### config.mk
export PLATFORM = sky130hd
export DESIGN_NAME = ips_patch_stream_decoder
export DESIGN_NICKNAME = d
export VERILOG_FILES = /design/src/rtl/ipsd_pkg.sv /design/src/rtl/ips_patch_stream_decoder.sv /design/src/rtl/ipsd_parser.sv /design/src/rtl/ipsd_queue.sv
export SDC_FILE = /design/constraint.sdc
export NUM_CORES = 1
export LEC_CHECK = 0
export ABC_CLOCK_PERIOD_IN_PS = 9050
export BUFFER_PORTS_ARGS = -buffer_cell sky130_fd_sc_hd__buf_4
export CORE_MARGIN = 2
export CORE_UTILIZATION = 61
export CTS_CLUSTER_SIZE = 24
export DETAILED_ROUTE_END_ITERATION = 8
export MAX_ROUTING_LAYER = met4
export PLACE_DENSITY = 0.88
export RECOVER_POWER = 100
export SLEW_MARGIN = 20
export SYNTH_ARGS = -nofsm -noshare
export SYNTH_HDL_FRONTEND = slang
export SYNTH_SLANG_ARGS = --single-unit
### constraint.sdc
create_clock -name clk -period 9.05 [get_ports clk]
set_input_delay 0 -clock clk [delete_from_list [all_inputs] [get_ports clk]]
set_output_delay 0 -clock clk [all_outputs]
set_load 0.01 [all_outputs]
### src/rtl/ipsd_pkg.sv
`timescale 1ns / 1ps
// shared types and constants for the ips patch stream decoder
// no dependencies

package ipsd_pkg;

	localparam int unsigned AddrW = 25;
	localparam int unsigned RunW  = 16;

	// result queue depth, a power of two so the pointers wrap on their own
	localparam int unsigned QDepth = 4;
	localparam int unsigned QPtrW  = $clog2(QDepth);

	localparam logic [1:0] OP_WRITE = 2'd0;
	localparam logic [1:0] OP_FILL  = 2'd1;
	localparam logic [1:0] OP_DONE  = 2'd2;
	localparam logic [1:0] OP_ERROR = 2'd3;

	localparam logic [1:0] ERR_NONE    = 2'd0;
	localparam logic [1:0] ERR_HEADER  = 2'd1;
	localparam logic [1:0] ERR_CORRUPT = 2'd2;

	localparam logic [23:0] EOF_MARK = 24'h454f46;

	localparam logic [2:0] REG_APPLY_MODE  = 3'd0;
	localparam logic [2:0] REG_TARGET_SIZE = 3'd4;

	typedef struct packed {
		logic [1:0]       op_kind;
		logic [AddrW-1:0] target_address;
		logic [7:0]       byte_value;
		logic [RunW-1:0]  run_length;
		logic [1:0]       error_code;
		logic [AddrW-1:0] extent_reached;
	} result_t;

	// expected header text, one character per index
	function automatic logic [7:0] magic_char(input logic [2:0] idx);
		logic [7:0] c;
		case (idx)
			3'd0: c = 8'h50;
			3'd1: c = 8'h41;
			3'd2: c = 8'h54;
			3'd3: c = 8'h43;
			3'd4: c = 8'h48;
			default: c = 8'h00;
		endcase
		return c;
	endfunction

endpackage

### src/rtl/ips_patch_stream_decoder.sv
`timescale 1ns / 1ps
// top level of the ips patch stream decoder: apb registers, parser and result queue
// depends on ipsd_pkg, ipsd_parser, ipsd_queue

// One patch byte is taken every clock while full is low; each byte is parsed in
// the cycle it is accepted and gives at most one result transaction, which waits
// in a four-entry result queue. The queue alone sets the rate: the input stalls
// only when four results are waiting to be popped. When no older result is
// waiting, a result is visible on the output ports the cycle after its byte was
// accepted. Configuration (apply_mode at address 0, target_size at address 4)
// must be written only between streams.

module ips_patch_stream_decoder (
	input  logic                       clk,
	input  logic                       arst_n,
	input  logic                       psel,
	input  logic                       penable,
	input  logic                       pwrite,
	input  logic [2:0]                 paddr,
	input  logic [31:0]                pwdata,
	output logic [31:0]                prdata,
	output logic                       pready,
	input  logic                       push,
	output logic                       full,
	input  logic [7:0]                 patch_byte,
	input  logic                       last_byte,
	output logic                       empty,
	input  logic                       pop,
	output logic [1:0]                 op_kind,
	output logic [ipsd_pkg::AddrW-1:0] target_address,
	output logic [7:0]                 byte_value,
	output logic [ipsd_pkg::RunW-1:0]  run_length,
	output logic [1:0]                 error_code,
	output logic [ipsd_pkg::AddrW-1:0] extent_reached
);
	import ipsd_pkg::*;

	logic             apply_mode_q;
	logic [AddrW-1:0] target_size_q;
	logic             cfg_wr;
	logic             accept;
	logic             res_valid;
	result_t          res;
	result_t          head;

	assign pready = 1'b1;
	assign cfg_wr = psel && penable && pwrite;

	always_ff @(posedge clk or negedge arst_n) begin
		if (!arst_n) begin
			apply_mode_q  <= 1'b0;
			target_size_q <= '0;
		end else if (cfg_wr) begin
			if (paddr[2] == REG_TARGET_SIZE[2])
				target_size_q <= pwdata[AddrW-1:0];
			else
				apply_mode_q <= pwdata[0];
		end
	end

	always_comb begin
		if (paddr[2] == REG_TARGET_SIZE[2])
			prdata = {{(32-AddrW){1'b0}}, target_size_q};
		else
			prdata = {31'd0, apply_mode_q};
	end

	assign accept = push && !full;

	ipsd_parser u_parser (
		.clk        (clk),
		.arst_n     (arst_n),
		.byte_valid (accept),
		.patch_byte (patch_byte),
		.last_byte  (last_byte),
		.apply_mode (apply_mode_q),
		.target_size(target_size_q),
		.res_valid  (res_valid),
		.res        (res)
	);

	ipsd_queue u_queue (
		.clk    (clk),
		.arst_n (arst_n),
		.wr_en  (accept && res_valid),
		.wr_data(res),
		.full   (full),
		.rd_en  (pop),
		.empty  (empty),
		.rd_data(head)
	);

	assign op_kind        = head.op_kind;
	assign target_address = head.target_address;
	assign byte_value     = head.byte_value;
	assign run_length     = head.run_length;
	assign error_code     = head.error_code;
	assign extent_reached = head.extent_reached;

endmodule

### src/rtl/ipsd_parser.sv
`timescale 1ns / 1ps
// front end: parses patch bytes and builds result transactions
// depends on ipsd_pkg

module ipsd_parser (
	input  logic                     clk,
	input  logic                     arst_n,
	input  logic                     byte_valid,
	input  logic [7:0]               patch_byte,
	input  logic                     last_byte,
	input  logic                     apply_mode,
	input  logic [ipsd_pkg::AddrW-1:0] target_size,
	output logic                     res_valid,
	output ipsd_pkg::result_t        res
);
	import ipsd_pkg::*;

	localparam logic [3:0] PH_HEADER = 4'd0;
	localparam logic [3:0] PH_ADDR0  = 4'd1;
	localparam logic [3:0] PH_ADDR1  = 4'd2;
	localparam logic [3:0] PH_ADDR2  = 4'd3;
	localparam logic [3:0] PH_LEN0   = 4'd4;
	localparam logic [3:0] PH_LEN1   = 4'd5;
	localparam logic [3:0] PH_DATA   = 4'd6;
	localparam logic [3:0] PH_RUN0   = 4'd7;
	localparam logic [3:0] PH_RUN1   = 4'd8;
	localparam logic [3:0] PH_VALUE  = 4'd9;
	localparam logic [3:0] PH_SKIP   = 4'd10;

	logic [3:0]       phase_q, phase_d;
	logic [2:0]       hidx_q, hidx_d;
	logic [23:0]      raddr_q, raddr_d;
	logic [15:0]      rlen_q, rlen_d;
	logic [15:0]      didx_q, didx_d;
	logic [AddrW-1:0] ext_q, ext_d;
	logic             clear;

	logic [15:0]      len_full;
	logic [15:0]      didx_inc;
	logic [AddrW-1:0] span_end;
	logic [AddrW-1:0] rec_end;
	logic             over;
	logic [1:0]       trunc_code;

	assign len_full   = {rlen_q[15:8], patch_byte};
	assign didx_inc   = didx_q + 16'd1;
	assign span_end   = {1'b0, raddr_q} + {{(AddrW-16){1'b0}}, len_full};
	assign rec_end    = {1'b0, raddr_q} + {{(AddrW-16){1'b0}}, rlen_q};
	assign over       = apply_mode && (span_end > target_size);
	assign trunc_code = (hidx_q == 3'd5) ? ERR_HEADER : ERR_CORRUPT;

	always_comb begin
		phase_d   = phase_q;
		hidx_d    = hidx_q;
		raddr_d   = raddr_q;
		rlen_d    = rlen_q;
		didx_d    = didx_q;
		ext_d     = ext_q;
		clear     = 1'b0;
		res_valid = 1'b0;
		res       = '0;
		case (phase_q)
			PH_HEADER: begin
				if (hidx_q > 3'd4 || patch_byte != magic_char(hidx_q) || last_byte) begin
					res_valid      = 1'b1;
					res.op_kind    = OP_ERROR;
					res.error_code = ERR_HEADER;
					phase_d        = PH_SKIP;
				end else begin
					hidx_d = hidx_q + 3'd1;
					if (hidx_q == 3'd4)
						phase_d = PH_ADDR0;
				end
			end
			PH_ADDR0, PH_ADDR1: begin
				if (last_byte) begin
					res_valid      = 1'b1;
					res.op_kind    = OP_ERROR;
					res.error_code = trunc_code;
				end else if (phase_q == PH_ADDR0) begin
					raddr_d = {patch_byte, 16'h0000};
					phase_d = PH_ADDR1;
				end else begin
					raddr_d = {raddr_q[23:16], patch_byte, 8'h00};
					phase_d = PH_ADDR2;
				end
			end
			PH_ADDR2: begin
				raddr_d = {raddr_q[23:8], patch_byte};
				hidx_d  = 3'd6;
				phase_d = PH_LEN0;
				if (last_byte) begin
					res_valid = 1'b1;
					if ({raddr_q[23:8], patch_byte} == EOF_MARK) begin
						res.op_kind = OP_DONE;
					end else begin
						res.op_kind    = OP_ERROR;
						res.error_code = ERR_CORRUPT;
					end
				end
			end
			PH_LEN0, PH_RUN0: begin
				if (last_byte) begin
					res_valid      = 1'b1;
					res.op_kind    = OP_ERROR;
					res.error_code = ERR_CORRUPT;
				end else begin
					rlen_d  = {patch_byte, 8'h00};
					phase_d = (phase_q == PH_LEN0) ? PH_LEN1 : PH_RUN1;
				end
			end
			PH_LEN1, PH_RUN1: begin
				rlen_d = len_full;
				if (last_byte) begin
					res_valid      = 1'b1;
					res.op_kind    = OP_ERROR;
					res.error_code = ERR_CORRUPT;
				end else if (phase_q == PH_LEN1 && len_full == 16'd0) begin
					phase_d = PH_RUN0;
				end else if (over) begin
					res_valid      = 1'b1;
					res.op_kind    = OP_ERROR;
					res.error_code = ERR_CORRUPT;
					phase_d        = PH_SKIP;
				end else begin
					didx_d  = 16'd0;
					phase_d = (phase_q == PH_LEN1) ? PH_DATA : PH_VALUE;
				end
			end
			PH_DATA: begin
				didx_d = didx_inc;
				if (didx_inc == rlen_q) begin
					if (rec_end > ext_q)
						ext_d = rec_end;
					phase_d = PH_ADDR0;
				end
				res.target_address = {1'b0, raddr_q} + {{(AddrW-16){1'b0}}, didx_q};
				res.byte_value     = patch_byte;
				res.op_kind        = OP_WRITE;
				res_valid          = apply_mode;
				if (last_byte) begin
					res                = '0;
					res.op_kind        = OP_ERROR;
					res.error_code     = ERR_CORRUPT;
					res_valid          = 1'b1;
				end
			end
			PH_VALUE: begin
				if (rec_end > ext_q)
					ext_d = rec_end;
				phase_d            = PH_ADDR0;
				res.op_kind        = OP_FILL;
				res.target_address = {1'b0, raddr_q};
				res.byte_value     = patch_byte;
				res.run_length     = rlen_q;
				res_valid          = apply_mode;
				if (last_byte) begin
					res            = '0;
					res.op_kind    = OP_ERROR;
					res.error_code = ERR_CORRUPT;
					res_valid      = 1'b1;
				end
			end
			default: begin
				phase_d = PH_SKIP;
			end
		endcase
		res.extent_reached = ext_d;
		// a transaction with the final byte always closes the stream
		if (last_byte)
			clear = 1'b1;
	end

	always_ff @(posedge clk or negedge arst_n) begin
		if (!arst_n) begin
			phase_q <= PH_HEADER;
			hidx_q  <= '0;
			raddr_q <= '0;
			rlen_q  <= '0;
			didx_q  <= '0;
			ext_q   <= '0;
		end else if (byte_valid) begin
			if (clear) begin
				phase_q <= PH_HEADER;
				hidx_q  <= '0;
				raddr_q <= '0;
				rlen_q  <= '0;
				didx_q  <= '0;
				ext_q   <= '0;
			end else begin
				phase_q <= phase_d;
				hidx_q  <= hidx_d;
				raddr_q <= raddr_d;
				rlen_q  <= rlen_d;
				didx_q  <= didx_d;
				ext_q   <= ext_d;
			end
		end
	end

	a_last_restarts: assert property (@(posedge clk) disable iff (!arst_n)
		byte_valid && last_byte |=> phase_q == PH_HEADER && ext_q == '0)
		else $error("final byte did not restart the parser");

	a_skip_silent: assert property (@(posedge clk) disable iff (!arst_n)
		phase_q == PH_SKIP |-> !res_valid || last_byte)
		else $error("result raised while skipping");

	a_extent_grows: assert property (@(posedge clk) disable iff (!arst_n)
		byte_valid && !last_byte |=> ext_q >= $past(ext_q))
		else $error("extent went down inside a stream");

	a_header_index: assert property (@(posedge clk) disable iff (!arst_n)
		hidx_q <= 3'd6)
		else $error("header index out of range");

endmodule

### src/rtl/ipsd_queue.sv
`timescale 1ns / 1ps
// back end: result queue that holds decoded transactions until they are popped
// depends on ipsd_pkg

module ipsd_queue (
	input  logic              clk,
	input  logic              arst_n,
	input  logic              wr_en,
	input  ipsd_pkg::result_t wr_data,
	output logic              full,
	input  logic              rd_en,
	output logic              empty,
	output ipsd_pkg::result_t rd_data
);
	import ipsd_pkg::*;

	result_t          mem_q [QDepth];
	logic [QPtrW-1:0] wptr_q;
	logic [QPtrW-1:0] rptr_q;
	logic [QPtrW:0]   count_q;
	logic             do_wr;
	logic             do_rd;

	assign full    = count_q == (QPtrW+1)'(QDepth);
	assign empty   = count_q == '0;
	assign do_wr   = wr_en && !full;
	assign do_rd   = rd_en && !empty;
	assign rd_data = mem_q[rptr_q];

	always_ff @(posedge clk) begin
		if (do_wr)
			mem_q[wptr_q] <= wr_data;
	end

	always_ff @(posedge clk or negedge arst_n) begin
		if (!arst_n) begin
			wptr_q  <= '0;
			rptr_q  <= '0;
			count_q <= '0;
		end else begin
			if (do_wr)
				wptr_q <= wptr_q + QPtrW'(1);
			if (do_rd)
				rptr_q <= rptr_q + QPtrW'(1);
			count_q <= count_q + (QPtrW+1)'(do_wr) - (QPtrW+1)'(do_rd);
		end
	end

	a_count_bound: assert property (@(posedge clk) disable iff (!arst_n)
		count_q <= (QPtrW+1)'(QDepth))
		else $error("queue count overflow");

	a_ptr_gap: assert property (@(posedge clk) disable iff (!arst_n)
		wptr_q == rptr_q + count_q[QPtrW-1:0])
		else $error("queue pointers disagree with count");

	a_count_step: assert property (@(posedge clk) disable iff (!arst_n)
		do_wr && !do_rd |=> count_q == $past(count_q) + (QPtrW+1)'(1))
		else $error("write not counted");

endmodule
---- Word level (Yosys, flattened, before mapping) ----
Memory sizes are Yosys's and may differ from the RTL's.
Index checks and enable logic that the tools add are counted.
storage, ports and cells
  bits in registers ....................... 121
  memory bits (writable) .................. 312
  bits of input ports ..................... 51
  output and inout bits ................... 113
  logic and storage cells ................. 161
  memories kept ........................... 1
memory list
  memory         words  bits a word  rd ports  clocked after Yosys merged registers in  wr ports  RTL line          RTL
  u_queue.mem_q  4      78           1         0                                        1         ipsd_queue.sv:17  result_t mem_q [QDepth];
cells by class
  add/subtract/negate cells ............... 9
  magnitude comparators ................... 3
  equal/unequal tests ..................... 29
  muxes and demuxes ....................... 65
  bitwise operators ....................... 1
  reduce and logical (&&, ||, !) cells .... 39
operators with widths
  cell                   count
  $mux 78                2
  $mux 25                4
  $pmux 49 s2            1
  $mux 16                6
  $add 24x16->25         3
  $mux 24                3
  $pmux 16 s2            2
  $gt 25x25->1           2
  $pmux 25 s2            1
  $pmux 24 s2            1
  $mux 4                 11
  $pmux 7 s5             1
  $mux 2                 14
  $pmux 4 s7             1
  $eq 24x23->1 const B   1
  $ne 3x2->1 const B     6
  $add 16x1->16 const B  1
  $eq 16x16->1           1
  $eq 4x3->1 const B     4
  $logic_not 16->1       1
  $pmux 2 s7             1
  $pmux 2 s6             1
  $reduce_bool 3->1      4
  $mux 1                 11
  other kinds (34)       63

---- Logic depth before layout (Yosys ltp) ----
Gate-level depths: netlist of run 1.
  word-level depth ........................ 12
  mapped depth ............................ 26
  mapped depth without buffers ............ 26

---- By module ----
From an unflattened synthesis of run 1, not the netlist that was laid out.
unflattened totals
  cells, all modules ...................... 1739
  area total of the unflattened synthesis .. 22525.4 µm²
by module, submodules not included
  module                    instances  cells each  area an instance (µm²)  seq. area each (µm²)
  ipsd_queue                1          449         11807.6                 9544.2
  ipsd_parser               1          1194        9390.3                  2202.1
  ips_patch_stream_decoder  1          96          1327.5                  650.6

---- Worst setup path before layout of run 1 ----
Ideal clock, no wire load.
  path type ............................... flip-flop to flip-flop
  start point ............................. register u_parser.raddr_q[1]
  end point ............................... memory u_queue.mem_q[0][0] (netlist bit), enable pin
  data arrival time ....................... 5.920 ns
  required time ........................... 8.605 ns
  slack ................................... 2.685 ns
  cell stages (with the launch flop) ...... 20
  path buffers ............................ 0
  period minus slack after synthesis ...... 6.365 ns
  cell sequence ........................... dfrtp_1 ha_1 a21o_1 a21oi_1 o21a_1 o21ai_0 a41o_1 o41a_1 a21oi_1 nor2_1 xor2_1 ha_1 nand4_1 nor3_1 and3_1 a21oi_1 nor2_1 nand2_1 a221oi_1 and2_1
between the ends
  cells in the longest elaborated chain, start to end .. 11
ends and longest elaborated chain
  element                       RTL line                        RTL
  start, declared               ipsd_parser.sv:32               logic [23:0] raddr_q, raddr_d;
  start signal, assigned        ipsd_parser.sv:193              raddr_q <= raddr_d;
  $add 24x16->25                ipsd_parser.sv:47               assign span_end = {1'b0, raddr_q} + {{(AddrW-16){1'b0}}, len_full};
  $gt 25x25->1                  ipsd_parser.sv:49               assign over = apply_mode && (span_end > target_size);
  $logic_and 1x1->1             ipsd_parser.sv:49
  $mux 1                        ipsd_parser.sv:120              end else if (over) begin
  $mux 1                        ipsd_parser.sv:118              end else if (phase_q == PH_LEN1 && len_full == 16'd0) begin
  $mux 1                        ipsd_parser.sv:114              if (last_byte) begin
  $pmux 1 s4                    ipsd_parser.sv:62               case (phase_q)
  $logic_and 1x1->1             ips_patch_stream_decoder.sv:85  .wr_en (accept && res_valid),
  $logic_and 1x1->1             ipsd_queue.sv:26                assign do_wr = wr_en && !full;
  net u_queue.do_wr             ipsd_queue.sv:21                logic do_wr;
  $mux 1                        ipsd_queue.sv:31                if (do_wr)
  $mux 1 (not written as such)  ipsd_queue.sv:32                mem_q[wptr_q] <= wr_data;
  end, declared                 ipsd_queue.sv:17
The timed path passes the listed nets, and every way through them passes these cells.

---- Final worst setup path of run 1 ----
  start point ............................. register u_parser.raddr_q[1]
  end point ............................... memory u_queue.mem_q[0][13] (netlist bit), enable pin
The elaborated chain is that of the path after synthesis.

==> results of run 1 <==
flip-flops by register name (all words and copies together), names as in the netlist:
register	cells
u_parser.hidx_q	3
u_parser.raddr_q	24
target_size_q	25
u_queue.count_q	3
u_parser.rlen_q	16
u_queue.rptr_q	2
u_parser.didx_q	16
u_parser.phase_q	4
u_parser.ext_q	25
apply_mode_q	1
u_queue.mem_q	312
u_queue.wptr_q	2
how the worst max path moves through the flow:
stage | from | to | cells past startpoint
after global routing | u_parser.raddr_q[1] | u_queue.mem_q[0][17] | 22
after CTS | u_parser.raddr_q[1] | u_queue.mem_q[0][17] | 21
final | u_parser.raddr_q[1] | u_queue.mem_q[0][13] | 22
after floorplan | u_parser.raddr_q[1] | u_queue.mem_q[0][0] | 19
after global placement | u_parser.raddr_q[1] | u_queue.mem_q[3][17] | 21
after detailed placement | u_parser.raddr_q[1] | u_queue.mem_q[0][11] | 21
tightest hold or removal path, delay by kind of cell:
kind | cells | cell delay (ns)
buffers and inverters | 2 | 0.36
AND/OR/NAND/NOR | 1 | 0.12
AO/OA/AOI/OAI | 1 | 0.18
synthesized netlist by cell type, types with 4 or more instances:
| master | n |
|---|---|
| edfxtp_1 | 312 |
| nand2_1 | 141 |
| dfrtp_1 | 121 |
| o21ai_0 | 114 |
| ha_1 | 102 |
| inv_1 | 90 |
| nor2_1 | 89 |
| clkbuf_1 | 78 |
| mux4_2 | 78 |
| a21oi_1 | 74 |
| and2_1 | 49 |
| xnor2_1 | 42 |
| xor2_1 | 40 |
| o31ai_1 | 38 |
| mux2_2 | 33 |
| nand3_1 | 31 |
| a21o_1 | 28 |
| a22oi_1 | 27 |
| nor3_1 | 25 |
| nand2b_1 | 21 |
| o22ai_1 | 19 |
| nand4_1 | 17 |
| nor2b_1 | 16 |
| o41ai_1 | 13 |
| o21a_1 | 12 |
| buf_1 | 11 |
| nor4_1 | 11 |
| a211oi_1 | 10 |
| and3_1 | 10 |
| or3_1 | 10 |
| a31oi_1 | 9 |
| buf_4 | 9 |
| o21bai_1 | 9 |
| a211o_1 | 7 |
| or4_1 | 7 |
| buf_2 | 6 |
| a22o_1 | 4 |
| buf_6 | 4 |
| fa_1 | 4 |
| o211ai_1 | 4 |
| o311ai_0 | 4 |
| or2_2 | 4 |
cell families (layout without fill, tap and decap cells):
kind of cell	Yosys count	in the layout	synth area share, %
AO/OA/AOI/OAI	400	400	11.7
buffers and inverters	199	376	3.67
multiplexers	114	114	9.67
adder cells (fa/ha/maj)	106	106	6.08
XOR/XNOR	82	82	3.22
AND/OR/NAND/NOR	448	448	10.1
other	2	8	0.0337
flip-flops	433	433	55.6
per-layer routing:
| layer | vias to the layer above | GRT usage, % |
|---|---|---|
| li1 | 7014 | - |
| met1 | 7879 | 42.4 |
| met2 | 902 | 48.6 |
| met3 | 165 | 3.99 |
| met4 | 0 | 12.8 |
| met5 | - | - |
power by group through the flow:
stage                     Clock, mW  Sequential (mW)  Combinational (mW)
after CTS                      1.98             3.00                2.99
final                          1.96             3.02                2.86
after global placement            0             3.00                2.85
after detailed placement          0             3.04                2.94
after global routing           2.04             3.05                3.11
after floorplan                   0             2.76                2.12
cell type report:
cell class                 instances  area [sq um]
sequential                       433         12400
fill                            2443         11000
multi-input combinational       1158          9130
timing repair buffer             204          1310
clock buffer                      48          1150
tap                              468           586
clock inverter                    34           430
inverter                          90           338
repair_timing:
action                                 4_1_cts  5_1_grt
resized for setup                            0        0
hold buffers                                37        0
endpoints found under the hold margin      105        0
==> impl_results.md, run 1 <==
- Status: finished with violations
- Failing checks: max-capacitance violations, max-slew violations
- Initial Util: 61.4%
- Worst-Skew Late Latency: 0.56 ns
- Total track usage: 31.3%
- Overflow after GRT: 0
- Crit path kind: flop to flop
- Layout cells sized above 1: 14.1%
- Final setup violation count: 0
- R2r worst-path depth: 22
- Core area: 36300 sq um
- Die Area: 38100 sq um
- Ys Warns: 0
- Pre-Repair DR Iteration Count: 6
- Int Pwr: 4.93 mW
- Minimum clock period after layout: 7.48 ns
- Fmax: 0.134 GHz
- Hpwl dp: 37.4 mm
- Area post-placement: 23700 sq um
- GPL Wtd Cong: 0.971
- Power Dens Cells: 309 nW/um^2
- Root Buffer: clkbuf_16
- First-pass GRT wire length: 89.1 mm
- Share of flip-flops with an asynchronous set or reset: 27.9%
- Sequential fraction of the synthesis area: 55.6%
- Hold Path Class: input port to flop
- # IOs: 164
- Sequence of cells on the critical path: ha_1 > a21o_1 > a21oi_1 > o21a_1 > o21ai_0 > a41o_1 > nor2_1 > o21ai_0 > xor2_1 > ha_1 > nand4_1 > nor4_1 > a211o_1 > a211o_1 > a21oi_1 > nor2_1 > nand2_1 > a221oi_1 > clkbuf_1 > and2_4 > clkbuf_2 > buf_4
- Layout Cells excl Fill: 2435
- Area of the mapped netlist: 22300 sq um
- Yosys top cell by area: edfxtp_1
- Critical path's largest stage delay: 1.06 ns
- Vias in the first global route: 15.6k
- Area fraction of the dominant cell type after synthesis: 42.0%
- Critical path capture point type: flop
- Initial antenna violation count: 0
- Sink Count: 433
- RSZ-0062 raised after global routing: no
- Via count: 16.0k
- #FFs+latches synth: 433
- Commonest non-fill, non-tap cells in the layout: 312 x edfxtp_1, 141 x nand2_1, 120 x dfrtp_1
- Htree depth: 2
- Reg-to-Reg Start: u_parser.raddr_q[1]
- Num rows: 70
- Post-route cell area: 25300 sq um
- Final period util: 82.7%
- Drt drc: 0
- Area Growth Syn to Fin: 13.6%
- VDD IR-drop max: 0.182 mV
- Crit path DAT: 7.74 ns
- Overall power: 7.83 mW
- DR iter-0 viols: 1749
- Die H: 195 um
- Wirelength per Cell: 23.9 um
- TritonCTS Buffers: 44
- Worst-Margin Slew: 4.02 ns
- Die X: 195 um
- Routed WL: 58.1 mm
- Placed cell count: 2311
- Antenna diodes: 0
- Final WS setup: 1.57 ns
- CTS tree: built
- Hold Vio Cnt, Final: 0
- Setup Skew: 0.0223 ns
- Static Leak: 9.81 nW
- DR vias/cell: 6.55
- Worst slack, placed: 2.59 ns
- Commonest non-fill, non-tap cell in the layout: edfxtp_1
- Gate power share: 36.5%
- Ys flop type: edfxtp_1
- Startpoint types: flop
- Switch share: 37.1%
- Largest net degree at the start of global routing: 73
- Met2 wire len: 27.3 mm
- Mapped Cells: 1784
- Port buffer count: 146
- Crit-path max FO: 45
- Required time of the worst setup path: 9.30 ns
- Post-CTS setup buffer count: 0
- Number of synthesized flops with an enable pin: 312
- Bufs and invs on worst path: 3
- Final Slew Violations: 360
- Final antenna-violating net count: 0
- Clock slew at reported path FFs: 0.07 ns
- NetSw: 2.90 mW
- Worst slew margin: -168%
- Reg2reg setup slack: 1.57 ns
- Setup TNS: 0 ns
- Hold endpoint: u_parser.ext_q[5]
- Sequential power share: 38.5%
- Final net count: 2088
- Final core area utilization: 69.7%
- WL met3: 5.29 mm
- Synth cell types: 77
- Syn Area/Cell: 12.5 sq um
- Hold slack final: 0.156 ns
- WL met1: 23.0 mm
- Max layer used: met4
- Slowest cell on the critical path: clkbuf_2
- Worst hold path depth: 4
- Top post-synthesis cells by area: edfxtp_1 42%, dfrtp_1 14%, mux4_2 7.9%, ha_1 5.7%, o21ai_0 2.6%
- Hold Startpoint: push
- Worst reg2reg endpoint: u_queue.mem_q[0][13]
- Max-Cap Viols: 8
- CTS max path bufs: 3
- Power share of the clock group: 25.0%
- Crit path max-delay family: compound AO/OA/AOI/OAI gates
Note: power is estimated with default switching activity, not from simulation.
==> inputs of run 2 (changes only) <==
- ABC_CLOCK_PERIOD_IN_PS: 9050 -> 6430
- CORE_UTILIZATION: 61 -> 55
- PLACE_DENSITY: 0.88 -> 0.84
- clock period: 9.05 -> 6.43 ns (I/O delays scaled with it)
==> impl_results.md, run 2 (synthesized netlist as in run 1, its figures left out) <==
- Critical path startpoint: u_parser.raddr_q[1] (unchanged)
- TritonCTS Buffers: 44 (unchanged)
- Final period util: 93.2% (was 82.7%)
- Worst slew margin: -98.6% (was -168%)
- Area post-placement: 23900 sq um (was 23700 sq um)
- Slowest cell on the critical path: dfrtp_1 (was clkbuf_2)
- GPL Wtd Cong: 0.959 (was 0.971)
- Hold Vio Cnt, Final: 0 (unchanged)
- Pre-Repair DR Iteration Count: 7 (was 6)
- Final net count: 2102 (was 2088)
- CP endpoint: u_queue.mem_q[3][20] (was u_queue.mem_q[0][13])
- Die H: 205 um (was 195 um)
- Wirelength per Cell: 22.8 um (was 23.9 um)
- Initial antenna violation count: 0 (unchanged)
- Register area: 12400 sq um (about the same)
- RSZ-0062 raised after global routing: no (unchanged)
- Drt drc: 0 (unchanged)
- Reg2reg setup slack: 0.44 ns (was 1.57 ns)
- First-pass GRT wire length: 88.2 mm (was 89.1 mm)
- DR vias/cell: 6.22 (was 6.55)
- VDD IR-drop max: 0.239 mV (was 0.182 mV)
- Critical path capture point type: flop (unchanged)
- Final Slew Violations: 325 (was 360)
- Crit-path max FO: 78 (was 45)
- Die Area: 42200 sq um (was 38100 sq um)
- Static Leak: 9.81 nW (about the same)
- Startpoint types: flop (unchanged)
- Area of the multi-input gates: 9120 sq um (was 9130 sq um)
- Crit path max-delay family: compound AO/OA/AOI/OAI gates (unchanged)
- Overflow after GRT: 0 (unchanged)
- Setup Skew: 0.0261 ns (was 0.0223 ns)
- Biggest regs: u_queue.mem_q (312), target_size_q (25), u_parser.ext_q (25) (unchanged)
- Fmax: 0.167 GHz (was 0.134 GHz)
- Int Pwr: 6.80 mW (was 4.93 mW)
- Final setup violation count: 0 (unchanged)
- Switch share: 37.0% (was 37.1%)
- Sink Count: 433 (unchanged)
- CTS tree: built (unchanged)
- Hold Path Class: input port to flop (unchanged)
- Critical path's largest stage delay: 0.65 ns (was 1.06 ns)
- Worst-Skew Late Latency: 0.59 ns (was 0.56 ns)
- Crit path DAT: 6.19 ns (was 7.74 ns)
- # IOs: 164 (unchanged)
- Gate power share: 38.0% (was 36.5%)
- Fill cell count: 2868 (was 2443)
- Minimum clock period after layout: 5.99 ns (was 7.48 ns)
- Via count: 15.6k (was 16.0k)
- Core area: 39900 sq um (was 36300 sq um)
- Largest reg by FF count: u_queue.mem_q (unchanged)
- Area Growth Syn to Fin: 13.7% (was 13.6%)
- Worst-Margin Slew: 2.98 ns (was 4.02 ns)
- Hold slack final: 0.127 ns (was 0.156 ns)
- DR iter-0 viols: 1403 (was 1749)
- Htree depth: 2 (unchanged)
- NetSw: 4.00 mW (was 2.90 mW)
- Required time of the worst setup path: 6.62 ns (was 9.30 ns)
- Vias in the first global route: 15.5k (was 15.6k)
- Antenna diodes: 0 (unchanged)
- Post-CTS setup buffer count: 0 (unchanged)
- Final WS setup: 0.437 ns (was 1.57 ns)
- Layout cells sized above 1: 13.6% (was 14.1%)
- Crit path kind: flop to flop (unchanged)
- Bufs and invs on worst path: 2 (was 3)
- Max-Cap Viols: 8 (unchanged)
- R2r worst-path depth: 21 (was 22)
- CTS max path bufs: 3 (unchanged)
- Num rows: 73 (was 70)
- Port buffer count: 146 (unchanged)
- Post-route cell area: 25400 sq um (was 25300 sq um)
- Clock slew at reported path FFs: 0.06 ns (was 0.07 ns)
- CP Depth: 21 (was 22)
- Largest net degree at the start of global routing: 79 (was 73)
- Sequential power share: 38.7% (was 38.5%)
- Worst reg2reg endpoint: u_queue.mem_q[3][20] (was u_queue.mem_q[0][13])
- Commonest non-fill, non-tap cells in the layout: 312 x edfxtp_1, 141 x nand2_1, 121 x dfrtp_1 (was 312 x edfxtp_1, 141 x nand2_1, 120 x dfrtp_1)
- Total track usage: 28.4% (was 31.3%)
- Commonest non-fill, non-tap cell in the layout: edfxtp_1 (unchanged)
- Status: finished with violations (unchanged)
- Reg-to-Reg Start: u_parser.raddr_q[1] (unchanged)
- Most used cell along the critical path: a21oi_1
- Failing checks: max-capacitance violations, max-slew violations (unchanged)
- Max FFs per register: 312 (unchanged)
- Routed WL: 57.1 mm (was 58.1 mm)
- Sequence of cells on the critical path: ha_1 > a21o_1 > a21oi_1 > o21a_1 > o21ai_0 > a41o_1 > o41a_1 > a21oi_1 > nor2_1 > xor2_1 > ha_1 > nand4_1 > nor3_1 > and3_1 > a21oi_1 > nor2_1 > nand2_1 > a221oi_1 > buf_4 > and2_4 > buf_8 (was ha_1 > a21o_1 > a21oi_1 > o21a_1 > o21ai_0 > a41o_1 > nor2_1 > o21ai_0 > xor2_1 > ha_1 > nand4_1 > nor4_1 > a211o_1 > a211o_1 > a21oi_1 > nor2_1 > nand2_1 > a221oi_1 > clkbuf_1 > and2_4 > clkbuf_2 > buf_4)
- Initial Util: 55.9% (was 61.4%)
- Setup TNS: 0 ns (unchanged)
- Die X: 205 um (was 195 um)
- Hpwl dp: 37.5 mm (was 37.4 mm)
- Final antenna-violating net count: 0 (unchanged)
- Root Buffer: clkbuf_16 (unchanged)
- Power share of the clock group: 23.4% (was 25.0%)
- Power Dens Cells: 426 nW/um^2 (was 309 nW/um^2)
- Worst slack, placed: 0.669 ns (was 2.59 ns)
[run 2: cell types whose count changed in the layout (fill, tap and decap cells not counted), sizes merged]
cell / previous run / this run
buf: 73 / 82
dlygate4sd3: 37 / 46
clkbuf: 142 / 147
bufinv: 8 / 4
clkinvlp: 7 / 3
clkinv: 13 / 11
inv: 96 / 94
[run 2: area by class of cell]
| cell class | instances | area share [%] |
|---|---|---|
| clock buffers | 57 | 4.62 |
| clock inverters | 22 | 0.893 |
| inverters | 90 | 1.33 |
| multi-input cells | 1158 | 36.0 |
| flip-flops and latches | 433 | 48.9 |
| well taps | 525 | 2.59 |
| repair buffers | 218 | 5.72 |
[run 2: worst min-delay path by stage]
| stage | start | to | slack, ns | cells after the start |
|---|---|---|---|---|
| floorplan | arst_n | apply_mode_q | -0.30 | 0 |
| global placement | arst_n | u_parser.ext_q[6] | 0.06 | 1 |
| detailed placement | arst_n | u_parser.ext_q[3] | 0.07 | 1 |
| CTS | arst_n | u_parser.ext_q[6] | 0.03 | 2 |
| global route | push | u_parser.ext_q[3] | 0.11 | 4 |
| finish | push | u_parser.ext_q[17] | 0.13 | 4 |
[run 2: timing repair]
item                      CTS  global route
hold endpoints to repair  111             0
hold buffers               46             0
resized for setup           0             0
[run 2: metal layers]
layer,up-vias,wire length (um),track usage [%]
li1,7029,-,-
met1,7632,23500,37.3
met2,752,26400,44.0
met3,153,4430,4.10
met4,0,2740,13.5
met5,-,0,-
[run 2: power by group through the flow]
stage / logic (mW) / clock network (mW) / registers (mW)
global route: 4.51 / 2.64 / 4.23
detailed placement: 4.24 / 0 / 4.21
finish: 4.10 / 2.52 / 4.18
CTS: 4.33 / 2.55 / 4.16
global placement: 4.13 / 0 / 4.17
floorplan: 2.99 / 0 / 3.89
[run 2: tightest hold or removal path, cell delays in order]
cell     delay [ns]
buf_4          0.12
nor2b_1        0.12
buf_4          0.23
o22ai_1        0.18
[run 2: per-stage QoR]
| stage | total power [mW] | util (%) | instances |
|---|---|---|---|
| 6_report | 10.8 | 63.5 | 2503 |
| 3_3_place_gp | 8.30 | 59.8 | 2377 |
| 3_5_place_dp | 8.45 | 59.8 | 2377 |
| 4_1_cts | 11.0 | 64.4 | 2502 |
| 2_1_floorplan | 6.88 | - | 1790 |
| 5_1_grt | 11.4 | 63.5 | 2503 |
==> inputs of run 3 (changes only) <==
- ABC_CLOCK_PERIOD_IN_PS: 6430 -> 6600
- CAP_MARGIN: unset -> 5
- CORE_UTILIZATION: 55 -> 61
- PLACE_DENSITY: 0.84 -> 0.81
- clock period: 6.43 -> 6.6 ns (I/O delays scaled with it)
==> impl_results.md, run 3 (synthesized netlist as in run 1, its figures left out) <==
- Largest reg by FF count: u_queue.mem_q (unchanged)
- Root Buffer: clkbuf_16 (unchanged)
- Htree depth: 2 (unchanged)
- VDD IR-drop max: 0.305 mV (was 0.239 mV)
- Worst slew margin: -84.5% (was -98.6%)
- Minimum clock period after layout: 6.14 ns (was 5.99 ns)
- Core area: 36300 sq um (was 39900 sq um)
- Die Area: 38100 sq um (was 42200 sq um)
- Critical path startpoint: u_parser.raddr_q[0] (was u_parser.raddr_q[1])
- Worst hold path depth: 5 (was 4)
- Hpwl dp: 38.5 mm (was 37.5 mm)
- Biggest regs: u_queue.mem_q (312), target_size_q (25), u_parser.ext_q (25) (unchanged)
- CTS tree: built (unchanged)
- Hold slack final: 0.122 ns (was 0.127 ns)
- Hold-fix buffers at CTS: 40 (was 46)
- Overflow after GRT: 0 (unchanged)
- Final net count: 2105 (was 2102)
- Sink Count: 433 (unchanged)
- Critical path capture point type: flop (unchanged)
- Drt drc: 0 (unchanged)
- First-pass GRT wire length: 89.5 mm (was 88.2 mm)
- Antenna diodes: 0 (unchanged)
- Final period util: 93.1% (was 93.2%)
- CTS max path bufs: 3 (unchanged)
- GPL Wtd Cong: 0.954 (was 0.959)
- Startpoint types: flop (unchanged)
- Final antenna-violating net count: 0 (unchanged)
- DR vias/cell: 6.37 (was 6.22)
- Commonest non-fill, non-tap cells in the layout: 312 x edfxtp_1, 141 x nand2_1, 120 x dfrtp_1 (was 312 x edfxtp_1, 141 x nand2_1, 121 x dfrtp_1)
- Setup TNS: 0 ns (unchanged)
- Max-Cap Viols: 7 (was 8)
- Die X: 195 um (was 205 um)
- Fmax: 0.163 GHz (was 0.167 GHz)
- DR iter-0 viols: 1305 (was 1403)
- Port buffer count: 146 (unchanged)
- Worst-Skew Late Latency: 0.57 ns (was 0.59 ns)
- Post-CTS Resized: 0 (unchanged)
- Max FFs per register: 312 (unchanged)
- Die H: 195 um (was 205 um)
- RSZ-0062 raised after global routing: no (unchanged)
- R2r worst-path depth: 22 (was 21)
- Hold Path Class: input port to flop (unchanged)
- Status: finished with violations (unchanged)
- Failing checks: max-capacitance violations, max-slew violations (unchanged)
- TritonCTS Buffers: 45 (was 44)
- Worst reg2reg endpoint: u_queue.mem_q[1][19] (was u_queue.mem_q[3][20])
- Reg2reg setup slack: 0.46 ns (was 0.44 ns)
- Power Dens Cells: 417 nW/um^2 (was 426 nW/um^2)
- Crit-path max FO: 11 (was 78)
- Area of the multi-input gates: 9130 sq um (was 9120 sq um)
- CP endpoint: u_queue.mem_q[1][19] (was u_queue.mem_q[3][20])
- Via count: 15.6k (about the same)
- Clock slew at reported path FFs: 0.07 ns (was 0.06 ns)
- Pre-Repair DR Iteration Count: 6 (was 7)
- Routed WL: 57.4 mm (was 57.1 mm)
- Wirelength per Cell: 23.4 um (was 22.8 um)
- Crit path DAT: 6.39 ns (was 6.19 ns)
- Total track usage: 31.7% (was 28.4%)
- Setup Skew: 0.0180 ns (was 0.0261 ns)
- Reg-to-Reg Start: u_parser.raddr_q[0] (was u_parser.raddr_q[1])
- # IOs: 164 (unchanged)
- Final setup violation count: 0 (unchanged)
- Initial antenna violation count: 0 (unchanged)
- Commonest non-fill, non-tap cell in the layout: edfxtp_1 (unchanged)
- Num rows: 70 (was 73)
- Crit path kind: flop to flop (unchanged)
- Area Growth Syn to Fin: 14.0% (was 13.7%)
- Hold Startpoint: push (unchanged)
- Static Leak: 9.88 nW (was 9.81 nW)
- Final Slew Violations: 249 (was 325)
- Required time of the worst setup path: 6.84 ns (was 6.62 ns)
- Largest net degree at the start of global routing: 66 (was 79)
- Worst-Margin Slew: 2.77 ns (was 2.98 ns)
- Vias in the first global route: 15.5k (about the same)
- Register area: 12400 sq um (about the same)
- Post-CTS setup buffer count: 0 (unchanged)
- Initial Util: 61.4% (was 55.9%)
- Fill cell count: 2501 (was 2868)
- Hold Vio Cnt, Final: 0 (unchanged)
- Layout cells sized above 1: 14.5% (was 13.6%)
-- run 3: cell types whose count changed in the layout (fill, tap and decap cells not counted), moves of 2 or more --
cell | before | now
clkinv_4 | 0 | 2
dlygate4sd3_1 | 46 | 40
buf_8 | 3 | 1
buf_6 | 0 | 3
clkbuf_1 | 100 | 98
and2_1 | 5 | 3
buf_12 | 1 | 3
clkbuf_8 | 0 | 6
-- run 3: layout make-up --
cell class | count | area share, %
inverter | 90 | 1.33
sequential | 433 | 48.8
clock inverter | 24 | 1.05
multi-input combinational | 1158 | 35.9
tap | 468 | 2.30
timing repair buffer | 220 | 5.74
clock buffer | 59 | 4.95
-- run 3: through the flow --
step	worst slack, ns	instance area (sq um)	util (%)	power [mW]	std cells
2_1_floorplan	0.235	22300	-	6.70	1790
3_3_place_gp	0.876	23900	65.8	8.10	2329
3_5_place_dp	0.725	23900	65.8	8.23	2329
4_1_cts	0.693	25900	71.1	10.9	2452
5_1_grt	0.0163	25400	70.0	11.2	2452
6_report	0.455	25400	70.0	10.6	2452
-- run 3: where the power goes --
part / internal, mW / total, mW / switching, mW
clock: 1.55 / 2.61 / 1.06
combinational: 1.63 / 3.92 / 2.30
sequential: 3.55 / 4.09 / 0.542
-- run 3: how the worst min path moves through the flow --
stage	slack (ns)	endpoint
final	0.12	u_parser.ext_q[24]
after global routing	0.14	target_size_q[20]
after CTS	0.1	u_parser.ext_q[24]
after detailed placement	0.04	u_parser.ext_q[11]
after global placement	0.05	u_parser.ext_q[11]
after floorplan	-0.30	apply_mode_q
-- run 3: critical path, cell delays in order (launching register included) --
cell and delay (ns):
dfrtp_1 0.50, ha_1 0.29, fa_1 0.42, a21o_1 0.19, o2bb2ai_1 0.15, o22ai_1 0.19
clkbuf_1 0.24, o21bai_1 0.17, a21o_1 0.30, nand3_1 0.13, xor2_1 0.26, inv_1 0.07
ha_1 0.30, nand4_1 0.10, nor2_1 0.09, nand2_1 0.09, nor4_1 0.62, a211o_1 0.28
nand2_1 0.12, a21oi_2 0.42, clkbuf_1 0.47, nand2_1 0.09, o21ai_0 0.32
-- run 3: layer usage --
metal | track usage, % | wire [um]
met5 | - | 0
met4 | 10.4 | 2000
met3 | 5.53 | 4670
met2 | 49.9 | 27200
met1 | 42.3 | 23600
